## config.mk

```make
export PLATFORM = sky130hd
export DESIGN_NAME = combined_lcg_shuffle_rng_unit
export DESIGN_NICKNAME = d
export VERILOG_FILES = /design/src/rtl/clsr_pkg.sv /design/src/rtl/clsr_ram.sv /design/src/rtl/clsr_table.sv /design/src/rtl/clsr_modmul.sv /design/src/rtl/clsr_slot.sv /design/src/rtl/combined_lcg_shuffle_rng_unit.sv
export SDC_FILE = /design/constraint.sdc
export NUM_CORES = 2
export LEC_CHECK = 0
export BUFFER_PORTS_ARGS = -buffer_cell sky130_fd_sc_hd__buf_2
export CORE_MARGIN = 2
export CORE_UTILIZATION = 43
export CTS_CLUSTER_DIAMETER = 60
export DETAILED_ROUTE_END_ITERATION = 10
export GPL_ROUTABILITY_DRIVEN = 0
export GPL_TIMING_DRIVEN = 0
export SYNTH_ARGS = -nofsm -noshare
export SYNTH_HDL_FRONTEND = slang
export SYNTH_SLANG_ARGS = --single-unit
```

## constraint.sdc

```tcl
create_clock -name aclk -period 7.2 [get_ports aclk]
set_input_delay 0 -clock aclk [delete_from_list [all_inputs] [get_ports aclk]]
set_output_delay 0 -clock aclk [all_outputs]
set_load 0.05 [all_outputs]
```

## src/rtl/clsr_pkg.sv

```systemverilog
// Package of the combined LCG shuffle RNG unit: sizes, moduli, control types.
// No dependencies; imported by every module of the block except clsr_ram.
package clsr_pkg;

    localparam int TABLE_DEPTH = 32;
    localparam int SLOT_W      = $clog2(TABLE_DEPTH);
    localparam int WARM_STEPS  = TABLE_DEPTH + 8;
    localparam int CNT_W       = $clog2(WARM_STEPS);

    localparam int DATA_W = 31;
    localparam int MUL_W  = 16;
    localparam int PROD_W = DATA_W + MUL_W;
    localparam int HI_W   = PROD_W - DATA_W;
    localparam int FOLD_W = 8;
    localparam int SUM_W  = DATA_W + 1;

    localparam logic [DATA_W-1:0] MOD_ONE   = 31'd2147483563;
    localparam logic [DATA_W-1:0] MOD_TWO   = 31'd2147483399;
    localparam logic [MUL_W-1:0]  MUL_ONE   = 16'd40014;
    localparam logic [MUL_W-1:0]  MUL_TWO   = 16'd40692;
    // 2^31 mod each modulus
    localparam logic [FOLD_W-1:0] FOLD_ONE  = 8'd85;
    localparam logic [FOLD_W-1:0] FOLD_TWO  = 8'd249;
    localparam logic [DATA_W-1:0] WRAP_SPAN = 31'd2147483562;
    localparam logic [DATA_W-1:0] SAT_LIMIT = 31'd2147483305;
    localparam logic [DATA_W-1:0] GEN_ONE_RESET = 31'd1;
    localparam logic [DATA_W-1:0] GEN_TWO_RESET = 31'd123456789;

    localparam longint SLOT_DIV = 1 + 2147483562 / TABLE_DEPTH;

    typedef enum logic [2:0] {
        ST_IDLE,
        ST_RMUL,
        ST_RRED,
        ST_SETTLE,
        ST_DMUL,
        ST_DRED,
        ST_DOUT
    } state_t;

    typedef struct packed {
        logic              rd_en;
        logic              wr_en;
        logic [SLOT_W-1:0] addr;
    } tbl_ctrl_t;

    // Lower bound of last_output for slot k.
    function automatic logic [DATA_W-1:0] slot_threshold(input int k);
        longint t;
        t = longint'(k) * SLOT_DIV;
        return t[DATA_W-1:0];
    endfunction

endpackage

```

## src/rtl/clsr_ram.sv

```systemverilog
// Generic single-port synchronous RAM with registered read.
// No dependencies.
module clsr_ram #(
    parameter int WIDTH = 8,
    parameter int DEPTH = 16
) (
    input  logic                     clk,
    input  logic                     we,
    input  logic                     re,
    input  logic [$clog2(DEPTH)-1:0] addr,
    input  logic [WIDTH-1:0]         wdata,
    output logic [WIDTH-1:0]         rdata
);

    logic [WIDTH-1:0] mem [DEPTH];
    logic [WIDTH-1:0] rdata_reg;

    always_ff @(posedge clk) begin
        if (we) begin
            mem[addr] <= wdata;
        end
        if (re) begin
            rdata_reg <= mem[addr];
        end
    end

    assign rdata = rdata_reg;

endmodule

```

## src/rtl/clsr_table.sv

```systemverilog
// Shuffle table: RAM plus per-entry valid bits so unwritten slots read zero.
// Depends on clsr_pkg and clsr_ram.
module clsr_table (
    input  logic                         aclk,
    input  logic                         aresetn,
    input  clsr_pkg::tbl_ctrl_t          ctrl,
    input  logic [clsr_pkg::DATA_W-1:0]  wdata,
    output logic [clsr_pkg::DATA_W-1:0]  rdata
);
    import clsr_pkg::*;

    logic [TABLE_DEPTH-1:0] valid_reg;
    logic [TABLE_DEPTH-1:0] valid_next;
    logic                   rd_valid_reg;
    logic [DATA_W-1:0]      ram_q;

    clsr_ram #(
        .WIDTH (DATA_W),
        .DEPTH (TABLE_DEPTH)
    ) u_ram (
        .clk   (aclk),
        .we    (ctrl.wr_en),
        .re    (ctrl.rd_en),
        .addr  (ctrl.addr),
        .wdata (wdata),
        .rdata (ram_q)
    );

    always_comb begin
        valid_next = valid_reg;
        if (ctrl.wr_en) begin
            valid_next[ctrl.addr] = 1'b1;
        end
    end

    always_ff @(posedge aclk) begin
        if (!aresetn) begin
            valid_reg <= '0;
        end else begin
            valid_reg <= valid_next;
        end
        if (ctrl.rd_en) begin
            rd_valid_reg <= valid_reg[ctrl.addr];
        end
    end

    assign rdata = rd_valid_reg ? ram_q : '0;

endmodule

```

## src/rtl/clsr_modmul.sv

```systemverilog
// One generator step: x times a constant multiplier, modulo a modulus near 2^31.
// Depends on clsr_pkg. Product is registered; the fold and subtract follow it.
module clsr_modmul (
    input  logic                        aclk,
    input  logic                        sel_two,
    input  logic [clsr_pkg::DATA_W-1:0] x,
    output logic [clsr_pkg::DATA_W-1:0] r
);
    import clsr_pkg::*;

    logic [PROD_W-1:0]           prod_reg;
    logic [PROD_W-1:0]           prod_next;
    logic [MUL_W-1:0]            mul_c;
    logic [FOLD_W-1:0]           fold_c;
    logic [DATA_W-1:0]           mod_c;
    logic [HI_W+FOLD_W-1:0]      hi_fold;
    logic [SUM_W-1:0]            sum;
    logic [SUM_W-1:0]            sum_red;

    assign mul_c  = sel_two ? MUL_TWO  : MUL_ONE;
    assign fold_c = sel_two ? FOLD_TWO : FOLD_ONE;
    assign mod_c  = sel_two ? MOD_TWO  : MOD_ONE;

    assign prod_next = PROD_W'(x) * PROD_W'(mul_c);

    always_ff @(posedge aclk) begin
        prod_reg <= prod_next;
    end

    // hi*2^31 + lo == hi*fold + lo (mod m); sum stays below 2m
    always_comb begin
        hi_fold = (HI_W+FOLD_W)'(prod_reg[PROD_W-1:DATA_W]) * (HI_W+FOLD_W)'(fold_c);
        sum     = SUM_W'(prod_reg[DATA_W-1:0]) + SUM_W'(hi_fold);
        sum_red = (sum >= SUM_W'(mod_c)) ? sum - SUM_W'(mod_c) : sum;
        r       = sum_red[DATA_W-1:0];
    end

endmodule

```

## src/rtl/clsr_slot.sv

```systemverilog
// Slot select: last output divided by the slot divisor, clamped to the top slot.
// Depends on clsr_pkg. Threshold compares are registered, then priority-encoded.
module clsr_slot (
    input  logic                        aclk,
    input  logic [clsr_pkg::DATA_W-1:0] last_output,
    output logic [clsr_pkg::SLOT_W-1:0] slot
);
    import clsr_pkg::*;

    logic [TABLE_DEPTH-2:0] thermo_reg;
    logic [TABLE_DEPTH-2:0] thermo_next;

    always_comb begin
        for (int k = 0; k < TABLE_DEPTH - 1; k++) begin
            thermo_next[k] = (last_output >= slot_threshold(k + 1));
        end
    end

    always_ff @(posedge aclk) begin
        thermo_reg <= thermo_next;
    end

    always_comb begin
        slot = '0;
        for (int k = 0; k < TABLE_DEPTH - 1; k++) begin
            if (thermo_reg[k]) begin
                slot = SLOT_W'(k + 1);
            end
        end
    end

endmodule

```

## src/rtl/combined_lcg_shuffle_rng_unit.sv

```systemverilog
// Combined LCG shuffle RNG unit: two modular generators and a shuffle table in RAM.
// Draw: result and s_tready rise together after DMUL, DRED, DOUT; DOUT stalls on m_tready.
// Reseed: WARM_STEPS warm-up steps (RMUL, RRED), SETTLE, then the draw; one beat at a time.
// Rate is set by the multiply/fold pipeline of each generator step and the table port.
// Reset (aresetn low, synchronous): generators to 1 and 123456789, last output to 0,
// table valid bits cleared so every slot reads zero; s_tready low while in reset.
module combined_lcg_shuffle_rng_unit (
    input  logic        aclk,
    input  logic        aresetn,
    // Input channel
    input  logic        s_tvalid,
    output logic        s_tready,
    input  logic [31:0] s_tdata,   // [30:0] seed, [31] zero pad
    input  logic        s_tuser,   // [0] operation: 0 draw, 1 reseed then draw
    // Result channel
    output logic        m_tvalid,
    input  logic        m_tready,
    output logic [31:0] m_tdata    // [30:0] sample, [31] zero pad
);
    import clsr_pkg::*;

    state_t state_reg;
    state_t state_next;

    // Generator and draw state
    logic [DATA_W-1:0] g1_reg;
    logic [DATA_W-1:0] g2_reg;
    logic [DATA_W-1:0] last_reg;
    logic [CNT_W-1:0]  cnt_reg;
    logic [SLOT_W-1:0] slot_reg;

    // Output register parts the result beat from the core
    logic              m_valid_reg;
    logic [DATA_W-1:0] m_data_reg;

    logic [DATA_W-1:0] r1;
    logic [DATA_W-1:0] r2;
    logic [SLOT_W-1:0] slot;
    logic [DATA_W-1:0] entry;
    logic [DATA_W-1:0] seed_v;
    logic [DATA_W-1:0] res;
    logic [SUM_W-1:0]  res_wrap;
    logic [DATA_W-1:0] sat_v;

    logic              in_fire;
    logic              out_free;
    logic              warm_last;
    logic              warm_store;

    // Control decoded from the state
    logic              ld_seed;
    logic              ld_g1_warm;
    logic              ld_g_draw;
    logic              ld_slot;
    logic              out_load;
    tbl_ctrl_t         tbl_ctrl;
    logic [DATA_W-1:0] tbl_wdata;

    assign in_fire    = s_tvalid && s_tready;
    assign out_free   = !m_valid_reg || m_tready;
    assign warm_last  = (cnt_reg == '0);
    assign warm_store = (cnt_reg < CNT_W'(TABLE_DEPTH));
    assign seed_v     = (s_tdata[DATA_W-1:0] == '0) ? GEN_ONE_RESET : s_tdata[DATA_W-1:0];

    clsr_modmul u_gen_one (
        .aclk    (aclk),
        .sel_two (1'b0),
        .x       (g1_reg),
        .r       (r1)
    );

    clsr_modmul u_gen_two (
        .aclk    (aclk),
        .sel_two (1'b1),
        .x       (g2_reg),
        .r       (r2)
    );

    clsr_slot u_slot (
        .aclk        (aclk),
        .last_output (last_reg),
        .slot        (slot)
    );

    clsr_table u_table (
        .aclk    (aclk),
        .aresetn (aresetn),
        .ctrl    (tbl_ctrl),
        .wdata   (tbl_wdata),
        .rdata   (entry)
    );

    // Next state
    always_comb begin
        state_next = state_reg;
        case (state_reg)
            ST_IDLE: begin
                if (s_tvalid) begin
                    state_next = s_tuser ? ST_RMUL : ST_DMUL;
                end
            end
            ST_RMUL:   state_next = ST_RRED;
            ST_RRED:   state_next = warm_last ? ST_SETTLE : ST_RMUL;
            // let the slot compares register the new last output before the table read
            ST_SETTLE: state_next = ST_DMUL;
            ST_DMUL:   state_next = ST_DRED;
            ST_DRED:   state_next = ST_DOUT;
            ST_DOUT: begin
                if (out_free) begin
                    state_next = ST_IDLE;
                end
            end
            default:   state_next = ST_IDLE;
        endcase
    end

    // Outputs of the state machine
    always_comb begin
        s_tready      = 1'b0;
        ld_seed       = 1'b0;
        ld_g1_warm    = 1'b0;
        ld_g_draw     = 1'b0;
        ld_slot       = 1'b0;
        out_load      = 1'b0;
        tbl_ctrl      = '0;
        tbl_wdata     = g1_reg;
        case (state_reg)
            ST_IDLE: begin
                // take no beat while reset is held
                s_tready = aresetn;
                ld_seed  = in_fire && s_tuser;
            end
            ST_RRED: begin
                // warm-up step: store the last TABLE_DEPTH values, top slot first
                ld_g1_warm     = 1'b1;
                tbl_ctrl.wr_en = warm_store;
                tbl_ctrl.addr  = cnt_reg[SLOT_W-1:0];
                tbl_wdata      = r1;
            end
            ST_DMUL: begin
                tbl_ctrl.rd_en = 1'b1;
                tbl_ctrl.addr  = slot;
                ld_slot        = 1'b1;
            end
            ST_DRED: begin
                ld_g_draw = 1'b1;
            end
            ST_DOUT: begin
                // refill the slot just read with the new first generator value
                out_load       = out_free;
                tbl_ctrl.wr_en = out_free;
                tbl_ctrl.addr  = slot_reg;
                tbl_wdata      = g1_reg;
            end
            default: begin
                s_tready = 1'b0;
            end
        endcase
    end

    // Slot content minus second generator, wrapped into 1..WRAP_SPAN
    always_comb begin
        res_wrap = SUM_W'(entry) + SUM_W'(WRAP_SPAN) - SUM_W'(g2_reg);
        res      = (entry > g2_reg) ? entry - g2_reg : res_wrap[DATA_W-1:0];
        sat_v    = (res > SAT_LIMIT) ? SAT_LIMIT : res;
    end

    always_ff @(posedge aclk) begin
        if (!aresetn) begin
            state_reg   <= ST_IDLE;
            g1_reg      <= GEN_ONE_RESET;
            g2_reg      <= GEN_TWO_RESET;
            last_reg    <= '0;
            cnt_reg     <= '0;
            m_valid_reg <= 1'b0;
        end else begin
            state_reg <= state_next;
            if (ld_seed) begin
                g1_reg  <= seed_v;
                g2_reg  <= seed_v;
                cnt_reg <= CNT_W'(WARM_STEPS - 1);
            end
            if (ld_g1_warm) begin
                g1_reg <= r1;
                if (warm_last) begin
                    last_reg <= r1;
                end else begin
                    cnt_reg <= cnt_reg - 1'b1;
                end
            end
            if (ld_g_draw) begin
                g1_reg <= r1;
                g2_reg <= r2;
            end
            if (out_load) begin
                last_reg    <= res;
                m_valid_reg <= 1'b1;
            end else if (m_tready) begin
                m_valid_reg <= 1'b0;
            end
        end
    end

    // Payload registers, no reset
    always_ff @(posedge aclk) begin
        if (ld_slot) begin
            slot_reg <= slot;
        end
        if (out_load) begin
            m_data_reg <= sat_v;
        end
    end

    assign m_tvalid = m_valid_reg;
    assign m_tdata  = {1'b0, m_data_reg};

endmodule

```

==> metrics.txt <==
asr flop ratio synth 0%; Post-synth EDFFs 1060; Remaining DRCs 0; Core Region 0.1763 sq mm; reg-to-reg critical path startpoint u_gen_one.prod_reg[38]$_DFF_P_; CTS Sinks 1317; minimum clock period 6.972 ns; fmax 143.4 MHz; Root Driver clkbuf_16; final wirelength 262400 um; outcome complete, but fails checks; Top Ports 71; Die W 425.2 um; commonest non-fill, non-tap cell in the layout edfxtp_1; initial core utilization 43.27%; Mapped Nets 7231; Syn Inst Count 6205; flop-to-flop setup slack 0.23 ns; FF/Latch Area 0.03701 sq mm; CP max FO 32; Finish-stage setup viols 0; Setup crit end kind flop; most frequent CP cell fa_1; dpl hpwl 188600 um; Req. time, crit path 7.71 ns; max reg flops 992; Filler cells 15260; max-slew violation count 101; Setup Skew 0.04251 ns; synth warn 0; Die Y 425.2 um; slowest stage delay, CP 0.63 ns; failing checks capacitance limit, slew limit; H-tree depth 4; Distinct cells, synth 102; Final Net Count 7591; Synth Flop Type edfxtp_1; syn_area_per_cell 12.30 sq um; drt wl/cell 29.07 um; CTS tree built; max-cap violation count 9; Seq cells post-synth 1317; Worst R2R Path Depth 21; largest net degree at the start of global routing 38; Overflow after GRT 0; R2R Path End u_table.u_ram.mem[20][21]$_DFFE_PP_; design area 0.08736 sq mm; Row Count 154; Clock Path Buffers 3; worst skew pair latency 0.81 ns; First-pass DRT Iterations 9; crit path kind reg2reg; Slew headroom -23.05%; share of cells above drive strength 1 8.953%; port bufs 67; worst slew pin tran 1.846 ns; worst hold path type in2reg; worst hold path startpoint s_tdata[28]; multi-input logic area 0.03676 sq mm; CTS buffer count 142; post-DR vias/cell 5.953; initial antenna violation count 16; clock slew at reported path FFs 0.06 ns; DRT iter0 DRCs 6862; WP data arrival 7.48 ns; Seq/Total Area, Yosys 48.47%; commonest cells after routing, fill and taps aside edfxtp_1, inv_1, ha_1; critical path's slowest cell or4_4; vias in the first global route 52360; first-pass GRT wire length 371300 um; Tot GR Track Use 28.61%; area grow syn2layout 14.51%; via count 53740; Hold Crit Depth 4; period utilisation layout 96.83%; Final ANT Viol Nets 0; crit start category flop; WHS Endpoint g2_reg[28]$_SDFFE_PN0P_; CP cell instances ha_1, inv_1, fa_1, inv_1, fa_1, fa_1, ha_1, a21o_1, or4_1, o211ai_4, xnor2_1, o2111ai_1, or4_4, a21o_1, o31ai_4, buf_4, and2_1, nand4_1, xnor2_4, o21ai_4, buf_12; Fin. Hold Viols 0; full die area 0.1808 sq mm; Mapped Area 0.07629 sq mm; DP Area 0.08171 sq mm
[area by class of cell]
cell class                      instances  share of cell area, %
Clock inverter                         76                 0.8665
Clock buffer                          182                  4.334
Sequential cell                      1317                  42.37
Timing Repair Buffer                  213                  3.177
Inverter                              658                  2.827
Antenna cell                            8                0.02292
Tap cell                             2340                  3.351
Buffer                                215                 0.9754
Multi-Input combinational cell       4018                  42.08
[worst max-delay path by stage]
stage	startpoint	to	slack, ns	depth (start not counted)
floorplan	u_gen_one.prod_reg[36]$_DFF_P_	u_table.u_ram.mem[0][15]$_DFFE_PP_	0.03	19
detailed placement	g1_reg[6]$_SDFFE_PN0P_	u_gen_one.prod_reg[46]$_DFF_P_	-0.95	21
finish	u_gen_one.prod_reg[38]$_DFF_P_	u_table.u_ram.mem[20][21]$_DFFE_PP_	0.23	21
global placement	u_gen_one.prod_reg[31]$_DFF_P_	u_table.u_ram.mem[10][10]$_DFFE_PP_	-3.12	19
CTS	g1_reg[6]$_SDFFE_PN0P_	u_gen_one.prod_reg[46]$_DFF_P_	-0.07	21
global route	g2_reg[7]$_SDFFE_PN0P_	u_gen_two.prod_reg[43]$_DFF_P_	-0.04	20
[cells in the mapped netlist, drive strengths merged (10+ instances only)]
library cell	count	area (sq um)
a2111oi	12	155.1
a211oi	53	402.9
a21boi	15	112.6
a21o	86	645.6
a21oi	247	1236
a221oi	18	176.4
a22oi	26	195.2
a31o	15	131.4
a31oi	35	234.0
a32oi	11	96.34
and2	28	175.2
and3	32	200.2
buf	49	202.7
clkbuf	166	623.1
dfxtp	257	5145
edfxtp	1060	31830
fa	452	9049
ha	537	6719
inv	657	2466
mux2i	528	5285
nand2	338	1269
nand2b	39	251.5
nand3	94	470.5
nand4	28	190.2
nor2	286	1074
nor2b	28	175.2
nor3	69	356.6
nor4	87	565.5
o211ai	30	230.2
o21a	57	427.9
o21ai	163	819.5
o21bai	28	210.2
o221ai	10	87.58
o22ai	266	1664
o31a	10	87.58
o31ai	23	186.4
or2	21	131.4
or3	16	100.1
xnor2	159	1400
xor2	53	464.2
[kinds of logic (layout without fill, tap and decap cells)]
| kind of cell | count (synthesis) | in the layout | synth area share (%) |
|---|---|---|---|
| XOR/XNOR | 212 | 212 | 2.444 |
| flip-flops | 1317 | 1317 | 48.47 |
| adder cells (fa/ha/maj) | 989 | 989 | 20.67 |
| multiplexers | 536 | 536 | 7.046 |
| buffers and inverters | 873 | 1344 | 4.320 |
| AO/OA/AOI/OAI | 1167 | 1170 | 10.06 |
| AND/OR/NAND/NOR | 1110 | 1110 | 6.992 |
| other | 1 | 9 | 0.004915 |
[metal layers]
layer / up-vias / GRT usage (%) / share of wire, %
met3: 714 / 6.520 / 11
met4: 14 / 13.71 / 5.8
li1: 23240 / - / -
met5: - / 0 / 0.042
met2: 3019 / 44.65 / 45
met1: 26750 / 37.71 / 39
[through the flow]
| step | hold WS, ns | TNS (ns) | util, % | instances | setup slack [ns] |
|---|---|---|---|---|---|
| after global placement | 0.3344 | -3226.50 | 45.12 | 8612 | -3.115 |
| after detailed placement | 0.3472 | -44.81 | 46.35 | 8696 | -0.9474 |
| after global routing | 0.1391 | -0.4985 | 49.54 | 9021 | -0.04174 |
| final | 0.1683 | 0 | 49.55 | 9027 | 0.2285 |
| after floorplan | 0.1658 | 0 | - | 6205 | 0.02936 |
| after CTS | 0.1169 | -0.06949 | 49.24 | 8998 | -0.06949 |
[critical path: cells and delay by family (launching register included)]
kind                       cells  cell delay, ns
AOI/OAI and AO/OA              6            1.50
DFF                            1            0.38
adders and majority gates      5            2.18
and+or+nand+nor                4            1.45
buffers and inverters          4            0.51
xor gates and xnor gates       2            0.60
[repair_timing]
| action | 4_1_cts | 5_1_grt |
|---|---|---|
| endpoints found under the hold margin | 70 | 0 |
| resized for setup | 25 | 51 |
| gates cloned | 1 | 2 |
| hold buffers | 37 | 0 |
| setup buffers | 6 | 19 |
| setup endpoints to repair | 478 | 889 |
| pin swaps | 4 | 14 |
Power is left out: the tool's default activity adds up to more than one toggle a clock period on the data nets, which glitch-free logic cannot reach.
